File: src/rtl/must_cache_age_update_assert.svh
// Assertion macros shared by the cache age update RTL.
// Each macro expects a clock named clk and an active-low reset named arst_n in scope.
`ifndef MUST_CACHE_AGE_UPDATE_ASSERT_SVH
`define MUST_CACHE_AGE_UPDATE_ASSERT_SVH

// Checked on every rising edge while out of reset.
`define MCAU_ASSERT(lbl, prop, msg) \
	lbl: assert property (@(posedge clk) disable iff (!arst_n) prop) else $error(msg);

// Checked on every rising edge, reset included.
`define MCAU_ASSERT_ALWAYS(lbl, prop, msg) \
	lbl: assert property (@(posedge clk) prop) else $error(msg);

`endif

File: src/rtl/mcau_pkg.sv
package mcau_pkg;

	// Field widths of the transfers.
	localparam int AGE_W = 4;
	localparam int ACT_W = 3;
	localparam int BID_W = 6;
	localparam int ASSOC_W = 4;

	// Default sizes of the tracked set.
	localparam int BLOCKS_DEF = 64;
	localparam int MAX_WAYS_DEF = 8;

	// Associativity after reset and the largest age that fits in an age field.
	localparam logic [ASSOC_W-1:0] ASSOC_RESET = 4'd8;
	localparam int AGE_CAP = 15;

	// Access kinds.
	typedef enum logic [ACT_W-1:0] {
		ACT_NONE           = 3'd0,
		ACT_ACCESS_BLOCK   = 3'd1,
		ACT_ACCESS_UNKNOWN = 3'd2,
		ACT_PURGE_BLOCK    = 3'd3,
		ACT_PURGE_UNKNOWN  = 3'd4,
		ACT_SET_TOP        = 3'd5,
		ACT_SET_BOTTOM     = 3'd6
	} action_t;

	// One step handed to the age file.
	typedef struct packed {
		logic              fire;
		logic [ACT_W-1:0]  action;
		logic [BID_W-1:0]  block_id;
		logic              hits_set;
	} step_t;

	// Result of one step.
	typedef struct packed {
		logic [AGE_W-1:0] block_age;
		logic             is_top;
		logic             is_bottom;
	} result_t;

	// Associativity clamped to 1 .. min(max_ways, AGE_CAP).
	function automatic logic [AGE_W-1:0] eff_assoc(input logic [ASSOC_W-1:0] assoc,
			input int max_ways);
		int hi;
		logic [AGE_W-1:0] hi_v;
		hi = (max_ways < AGE_CAP) ? max_ways : AGE_CAP;
		hi_v = AGE_W'(hi);
		if (assoc == '0) begin
			return AGE_W'(1);
		end else if (AGE_W'(assoc) > hi_v) begin
			return hi_v;
		end
		return AGE_W'(assoc);
	endfunction

endpackage

File: src/rtl/must_cache_age_update.sv
// Channel   Direction  tdata bits (lowest first)
// s_axis    in         action[2:0], block_id[8:3], hits_set[9], zero[15:10]
// m_axis    out        block_age[3:0], is_top[4], is_bottom[5], zero[7:6]
// cfg       in         cfg_wdata = assoc, written when cfg_we is high
//
// One access per clock is sustained while the output is not stalled; each result passes the input and output registers.
// The input register feeds a single pass over all age lanes into the output register.
// Reset sets every age to the reset associativity (top) and clears the bottom flag.
// A stalled output holds its result while one more access waits in the input register.
`include "must_cache_age_update_assert.svh"

module must_cache_age_update #(
	parameter int BLOCKS   = mcau_pkg::BLOCKS_DEF,
	parameter int MAX_WAYS = mcau_pkg::MAX_WAYS_DEF
) (
	input  logic                           clk,
	input  logic                           arst_n,
	input  logic                           s_axis_tvalid,
	output logic                           s_axis_tready,
	// action[2:0], block_id[8:3], hits_set[9], zero fill above
	input  logic [15:0]                    s_axis_tdata,
	output logic                           m_axis_tvalid,
	input  logic                           m_axis_tready,
	// block_age[3:0], is_top[4], is_bottom[5], zero fill above
	output logic [7:0]                     m_axis_tdata,
	input  logic                           cfg_we,
	input  logic [mcau_pkg::ASSOC_W-1:0]   cfg_wdata
);

	logic                           in_valid_s1;
	logic [mcau_pkg::ACT_W-1:0]     action_s1;
	logic [mcau_pkg::BID_W-1:0]     block_id_s1;
	logic                           hits_set_s1;
	logic                           out_valid_q;
	mcau_pkg::result_t              out_res_q;
	logic [mcau_pkg::ASSOC_W-1:0]   assoc_q;

	logic                           s_fire;
	logic                           advance;
	logic [mcau_pkg::AGE_W-1:0]     eff_a;
	mcau_pkg::step_t                step;
	mcau_pkg::result_t              result;

	// Handshake: a step runs when the output register is free or being drained.
	assign advance = in_valid_s1 && (!out_valid_q || m_axis_tready);
	assign s_axis_tready = !in_valid_s1 || advance;
	assign s_fire = s_axis_tvalid && s_axis_tready;
	assign eff_a = mcau_pkg::eff_assoc(assoc_q, MAX_WAYS);

	assign step.fire = advance;
	assign step.action = action_s1;
	assign step.block_id = block_id_s1;
	assign step.hits_set = hits_set_s1;

	mcau_age_file #(
		.BLOCKS (BLOCKS)
	) u_age_file (
		.clk    (clk),
		.arst_n (arst_n),
		.eff_a  (eff_a),
		.step   (step),
		.result (result)
	);

	// Configuration register.
	always_ff @(posedge clk or negedge arst_n) begin
		if (!arst_n) begin
			assoc_q <= mcau_pkg::ASSOC_RESET;
		end else if (cfg_we) begin
			assoc_q <= cfg_wdata;
		end
	end

	// Input register.
	always_ff @(posedge clk or negedge arst_n) begin
		if (!arst_n) begin
			in_valid_s1 <= 1'b0;
		end else if (s_fire) begin
			in_valid_s1 <= 1'b1;
		end else if (advance) begin
			in_valid_s1 <= 1'b0;
		end
	end

	always_ff @(posedge clk) begin
		if (s_fire) begin
			action_s1 <= s_axis_tdata[2:0];
			block_id_s1 <= s_axis_tdata[8:3];
			hits_set_s1 <= s_axis_tdata[9];
		end
	end

	// Output register.
	always_ff @(posedge clk or negedge arst_n) begin
		if (!arst_n) begin
			out_valid_q <= 1'b0;
		end else if (advance) begin
			out_valid_q <= 1'b1;
		end else if (m_axis_tready) begin
			out_valid_q <= 1'b0;
		end
	end

	always_ff @(posedge clk) begin
		if (advance) begin
			out_res_q <= result;
		end
	end

	assign m_axis_tvalid = out_valid_q;
	assign m_axis_tdata = {2'b00, out_res_q.is_bottom, out_res_q.is_top, out_res_q.block_age};

	// Top and bottom exclude each other in every delivered result.
	`MCAU_ASSERT(a_top_bottom_excl, out_valid_q |-> !(out_res_q.is_top && out_res_q.is_bottom), "top and bottom both set")
	// A bottom result always reports age zero.
	`MCAU_ASSERT(a_bottom_age_zero, (out_valid_q && out_res_q.is_bottom) |-> (out_res_q.block_age == '0), "bottom result with nonzero age")
	// Setting top yields a top result in the next cycle.
	`MCAU_ASSERT(a_set_top_result, (advance && action_s1 == mcau_pkg::ACT_SET_TOP) |=> (out_valid_q && out_res_q.is_top), "set top did not give top")
	// A waiting access that cannot run stays in the input register.
	`MCAU_ASSERT(a_stall_holds, (in_valid_s1 && !advance) |=> in_valid_s1, "waiting access lost")
	// No result is shown while in reset.
	`MCAU_ASSERT_ALWAYS(a_reset_idle, !arst_n |-> !out_valid_q, "output valid during reset")

endmodule

File: src/rtl/mcau_age_file.sv
module mcau_age_file #(
	parameter int BLOCKS = mcau_pkg::BLOCKS_DEF
) (
	input  logic                           clk,
	input  logic                           arst_n,
	input  logic [mcau_pkg::AGE_W-1:0]     eff_a,
	input  mcau_pkg::step_t                step,
	output mcau_pkg::result_t              result
);

	localparam int AW = mcau_pkg::AGE_W;
	localparam int IDX_W = (BLOCKS > 1) ? $clog2(BLOCKS) : 1;
	localparam int CMP_W = ((IDX_W > mcau_pkg::BID_W) ? IDX_W : mcau_pkg::BID_W) + 1;

	logic [AW-1:0]    age_q [BLOCKS];
	logic             bottom_q;

	logic [AW-1:0]    sat [BLOCKS];
	logic [AW-1:0]    age_d [BLOCKS];
	logic [BLOCKS-1:0] sel;
	logic [CMP_W-1:0] bid_ext;
	logic             valid_id;
	logic             live;
	logic             bottom_d;
	logic             all_top;
	logic [AW-1:0]    ba;
	logic [AW-1:0]    new_ba;
	mcau_pkg::action_t act;

	// Next ages of every lane in parallel, plus the result of the step.
	always_comb begin
		act = mcau_pkg::action_t'(step.action);
		bid_ext = CMP_W'(step.block_id);
		valid_id = bid_ext < CMP_W'(BLOCKS);
		live = step.hits_set && !bottom_q;

		// Clamp stored ages to the current associativity and pick the named block.
		ba = '0;
		for (int i = 0; i < BLOCKS; i++) begin
			sat[i] = (age_q[i] > eff_a) ? eff_a : age_q[i];
			sel[i] = valid_id && (bid_ext == CMP_W'(i));
			ba = ba | (sat[i] & {AW{sel[i]}});
		end

		bottom_d = bottom_q;
		if (act == mcau_pkg::ACT_SET_TOP) begin
			bottom_d = 1'b0;
		end else if (act == mcau_pkg::ACT_SET_BOTTOM) begin
			bottom_d = 1'b1;
		end

		new_ba = '0;
		all_top = 1'b1;
		for (int i = 0; i < BLOCKS; i++) begin
			unique case (act)
				mcau_pkg::ACT_SET_TOP: begin
					age_d[i] = eff_a;
				end
				mcau_pkg::ACT_ACCESS_BLOCK: begin
					if (live && valid_id) begin
						if (sel[i]) begin
							age_d[i] = '0;
						end else if (sat[i] <= ba && sat[i] < eff_a) begin
							age_d[i] = sat[i] + AW'(1);
						end else begin
							age_d[i] = sat[i];
						end
					end else begin
						age_d[i] = sat[i];
					end
				end
				mcau_pkg::ACT_ACCESS_UNKNOWN: begin
					age_d[i] = (live && sat[i] < eff_a) ? sat[i] + AW'(1) : sat[i];
				end
				mcau_pkg::ACT_PURGE_BLOCK: begin
					age_d[i] = (live && sel[i]) ? eff_a : sat[i];
				end
				mcau_pkg::ACT_PURGE_UNKNOWN: begin
					age_d[i] = live ? eff_a : sat[i];
				end
				default: begin
					age_d[i] = sat[i];
				end
			endcase
			new_ba = new_ba | (age_d[i] & {AW{sel[i]}});
			all_top = all_top && (age_d[i] == eff_a);
		end

		result.is_bottom = bottom_d;
		result.is_top = !bottom_d && all_top;
		if (bottom_d) begin
			result.block_age = '0;
		end else if (valid_id) begin
			result.block_age = new_ba;
		end else begin
			result.block_age = eff_a;
		end
	end

	// Age lanes and bottom flag, written once per step.
	always_ff @(posedge clk or negedge arst_n) begin
		if (!arst_n) begin
			bottom_q <= 1'b0;
			for (int i = 0; i < BLOCKS; i++) begin
				age_q[i] <= AW'(mcau_pkg::ASSOC_RESET);
			end
		end else if (step.fire) begin
			bottom_q <= bottom_d;
			for (int i = 0; i < BLOCKS; i++) begin
				age_q[i] <= age_d[i];
			end
		end
	end

endmodule

File: config.mk
export PLATFORM = sky130hd
export DESIGN_NAME = must_cache_age_update
export DESIGN_NICKNAME = d
export VERILOG_FILES = /design/src/rtl/mcau_pkg.sv /design/src/rtl/must_cache_age_update.sv /design/src/rtl/mcau_age_file.sv
export VERILOG_INCLUDE_DIRS = /design/src /design/src/rtl
export SDC_FILE = /design/constraint.sdc
export NUM_CORES = 2
export LEC_CHECK = 0
export ABC_AREA = 1
export BUFFER_PORTS_ARGS = -buffer_cell sky130_fd_sc_hd__buf_4
export CORE_ASPECT_RATIO = 1.25
export CORE_UTILIZATION = 35
export CTS_BUF_LIST = sky130_fd_sc_hd__clkbuf_4
export DETAILED_ROUTE_END_ITERATION = 10
export SLEW_MARGIN = 20
export SYNTH_ARGS = -nofsm -noshare
export SYNTH_HDL_FRONTEND = slang
export SYNTH_HIERARCHICAL = 1
export SYNTH_SLANG_ARGS = --single-unit
File: constraint.sdc
create_clock -name clk -period 45.3 [get_ports clk]
set_input_delay 9.06 -clock clk [delete_from_list [all_inputs] [get_ports clk]]
set_output_delay 9.06 -clock clk [all_outputs]
set_load 0.02 [all_outputs]
## Word-level counts from Yosys, hierarchy flattened

Index checks and enable logic that the tools add are counted.

- Bitwise gates (word level): 254
- Order comparisons: 193
- Eq/ne operators: 133
- Multiplexer cells: 523
- Reductions and logical operators: 269
- Add/sub/neg operators: 64

Operators by type and width:

| cell | count |
|---|---|
| $mux W4 | 451 |
| $pmux W4 S5 | 64 |
| $and A4 B4 Y4 | 128 |
| $or A4 B4 Y4 | 126 |
| $logic_and A1 B1 Y1 | 259 |
| $add A4 B1 Y4 const B | 64 |
| $eq A4 B4 Y1 | 64 |
| $gt A4 B4 Y1 | 64 |
| $le A4 B4 Y1 | 64 |
| $lt A4 B4 Y1 | 64 |
| $eq A6 B6 Y1 const B | 32 |
| $eq A6 B5 Y1 const B | 16 |
| $eq A6 B4 Y1 const B | 8 |
| $eq A6 B3 Y1 const B | 4 |
| $eq A6 B2 Y1 const B | 2 |
| $eq A3 B3 Y1 const B | 3 |
| $mux W1 | 8 |
| $eq A3 B2 Y1 const B | 2 |
| $eq A6 B1 Y1 const B | 1 |
| $logic_not A6 Y1 | 1 |
| $gt A4 B4 Y1 const B | 1 |
| $logic_not A1 Y1 | 4 |
| $logic_not A4 Y1 | 1 |
| $reduce_bool A2 Y1 | 2 |
| 2 further kinds | 3 |

- Output and inout port bits: 10
- Logic and storage cells: 1510
- Bits of input ports: 25
- Register bits after elaboration: 279

## Logic depth before layout (Yosys ltp)

- Depth in word-level cells: 141
- Depth in mapped cells: 47
- Gate-level depth less buffers: 43

## Modules after synthesis

Netlist, hierarchy kept.

By module, submodules not included:

| module | area each (um2) | sequential area each (um2) | times used | cells an instance |
|---|---|---|---|---|
| mcau_age_file | 62237.2 | 6511.2 | 1 | 11464 |
| must_cache_age_update | 775.7 | 631.9 | 1 | 55 |

## Worst setup path after synthesis

OpenSTA, ideal clock, no wires.

- Path type: input to output
- From: in m_axis_tready
- To: out s_axis_tready
- Buffers on the path: 0
- Path slack: 26.964 ns
- Arrival time: 9.276 ns
- Cell stages on the path: 2
- Data required time: 36.240 ns
- Cell sequence: inv_1 -> nand3_2

- Longest elaborated chain between the ends: 3

RTL lines:

| what | line | text |
|---|---|---|
| from (decl) | must_cache_age_update.sv:23 | `input logic m_axis_tready,` |
| $logic_or A1 B1 Y1 | must_cache_age_update.sv:45 | `assign advance = in_valid_s1 && (!out_valid_q \|\| m_axis_tready);` |
| $logic_and A1 B1 Y1 | must_cache_age_update.sv:45 |  |
| $logic_or A1 B1 Y1 | must_cache_age_update.sv:46 | `assign s_axis_tready = !in_valid_s1 \|\| advance;` |
| to (decl) | must_cache_age_update.sv:19 | `output logic s_axis_tready,` |

No other way between the ends.

## Worst setup path after layout

Ends and elaborated chain as after synthesis.

==> reports/results.ini <==
[routing]
route.detailed.drc=0
drt-pass1-iter-count=7
drtAntennaViolNets=0
wl_per_cell_um=23.8
wl_um=329000
via_per_inst=5.80
drt_iter0_markers=10400
via_count=80100

[floorplan]
die_h_um=476
start_util_pct=35.3
dieWidth_um=382
die_area_um2=182000
rows=173
pin_count=35
core_area_um2=178000

[grt]
grtUsageMet1_pct=41.2
grt_max_degree=209
antenna_found_initial=28
use_met3_pct=7.66
grt_pass1_vias=71700
busiest_layer=met2
overflow=0
grt_pass1_wl_um=476000
met2_usage_pct=53.0
track_usage_pct=34.9

[sta]
timing.hold.ws_ps=485
tightestPinTransition_ps=1270
clock_skew_ps=99.0
period_share_pct=41.1
rsz0062_at_grt=no
setup_viol=0
finalMaxSlewViolations=0
setup_slack_ps=26690
tns_ps=0
fin_crit_ps=18610
relSlewSlack_pct=15.3
hold_violations=0
max_freq_mhz=53.7

[setup_path]
crit_chain=buf_4 > inv_1 > nand3_2 > buf_4
reg2reg_from=assoc_q[3]
cp_data_required_time_ps=36240
slowest_stage=buf_4
cp_slowest_stage_delay_ps=170
critPathLaunchType=input pin
arrival_ps=9550
crit_type=in2out
reg2reg_slack_ps=33360
cp-startpoint=m_axis_tready
endpoint_kind=primary output
critPathBufInv=3
crit_top_cell=buf_4
path_max_fanout=3
crit_family=buffers and inverters

[clock_network]
cts_tree=built
htreeDepth=3
cts_hold_buf=0
clk_latency_ps=1190
postCtsSetupBuffers=0
numCtsBuffers=101
cts_sinks=279
path_clk_slew_ps=60
clk_root_buffer_cell=clkbuf_4
cts_resized=0
cts_buffer_depth=3

[synthesis]
netlist_area_um2=63000
seq_area_frac_synth_pct=11.3
yosys.area_share.simple_pct=39.0
syn_avg_cell_area_um2=5.47
synth_compound_area_share_pct=21.3
yosys.area.top_type=nand2_1
synth_seq_cells=279
ys.flop_type=dfrtp_1
async_flop_share_pct=94.3
ys_top_cells_by_area=nand2_1 23%, ha_1 14%, inv_1 9.4%, nand3_1 8.7%, o21ai_0 8.2%
synth_xor_area_share_pct=1.88
post_synth_num_cell_types=47
synth_top_area_share_pct=23.4
synth_edf_count=16
synth_top_family_by_area=simple AND/OR/NAND/NOR gates
yosysMostFrequentCell=nand2_1
netlist_top_cells_count=3926 x nand2_1, 1577 x inv_1, 1097 x nand3_1
ys.warnings.count=6
syn-instance-count=11500
synthAdderAreaFrac_pct=14.0
synthMuxAreaShare_pct=0

[finish]
fin_nets=12100
regArea_um2=7150
multi_input_area_um2=48100
areaGrowthSynthToFinish_pct=6.53
nFillCells=20400
drive_above_1_share_pct=3.84
utilization_pct=37.6

[status]
outcome=completed

[hold_path]
hp-start=u_age_file/age_q[124]
hold_path.class=reg2reg

[place]
dp_slack_ps=26680
dp_hpwl_um=230000
numPortBuffers=26
place_congestion=1.07

[job]
drv_cap=0

-- worst reg2reg max path: cells and delay by family, from the launching register on --
family                     cells  cell delay (ps)
and+or+nand+nor               18             3500
buffers and inverters          8             3570
DFF                            1              720
adders and majority gates      2              740
AOI/OAI and AO/OA              8             3100
-- cell type report --
type | instances | area share, %
clock buffer | 151 | 1.69
sequential | 279 | 10.6
inverter | 1623 | 9.17
timing repair buffer | 164 | 2.09
tap | 2362 | 4.40
multi-input combinational | 9170 | 71.7
antenna | 17 | 0.0634
clock inverter | 36 | 0.211
-- cell families after synthesis --
| group | after synthesis |
|---|---|
| fa+ha+maj | 703 |
| compound gates | 2313 |
| flops | 279 |
| other cells | 1 |
| simple gates | 6017 |
| buf+inv | 2071 |
| xor+xnor | 135 |
-- per-layer routing --
layer	wire, um	up-vias
met2	137000	4822
met4	34700	16
li1	-	37700
met1	119000	36100
met3	37600	1381
met5	106	-
-- flip-flops by register name, summed over array words and instances (netlist names) --
register / count
in_valid_s1: 1
m_axis_tdata: 6
u_age_file/age_q: 256
u_age_file/bottom_q: 1
action_s1: 3
assoc_q: 4
hits_set_s1: 1
m_axis_tvalid: 1
block_id_s1: 6
-- worst paths after layout --
path	end	depth (start not counted)
max	s_axis_tready	4
min	u_age_file/age_q[124]	2
max reg2reg	m_axis_tdata[0]	36
min reg2reg	u_age_file/age_q[124]	2
max in group asynchronous	u_age_file/age_q[188]	3
min in group asynchronous	m_axis_tvalid	1
-- per-stage QoR --
step                instances  instance area, um2
floorplan               11500               63000
global placement        13600               65800
detailed placement      13600               65800
CTS                     13800               67100
global route            13800               67100
finish                  13800               67100
-- cells in the final DEF (no fill, tap or decap), types with 67 or more instances in the layout --
cell type	instances
nor2_1	758
dfrtp_1	198
inv_1	1570
a21oi_1	478
clkbuf_4	151
nand2_1	3922
o21bai_1	147
buf_4	150
o2111ai_1	129
clkinv_1	67
ha_1	703
nand3_1	1097
o22ai_1	125
o21ai_0	1035
o211ai_1	173
o21ai_1	101
xor2_1	123
nand4_1	106
Power is left out: the tool's default activity adds up to more than one toggle a clock period on the data nets, which glitch-free logic cannot reach.
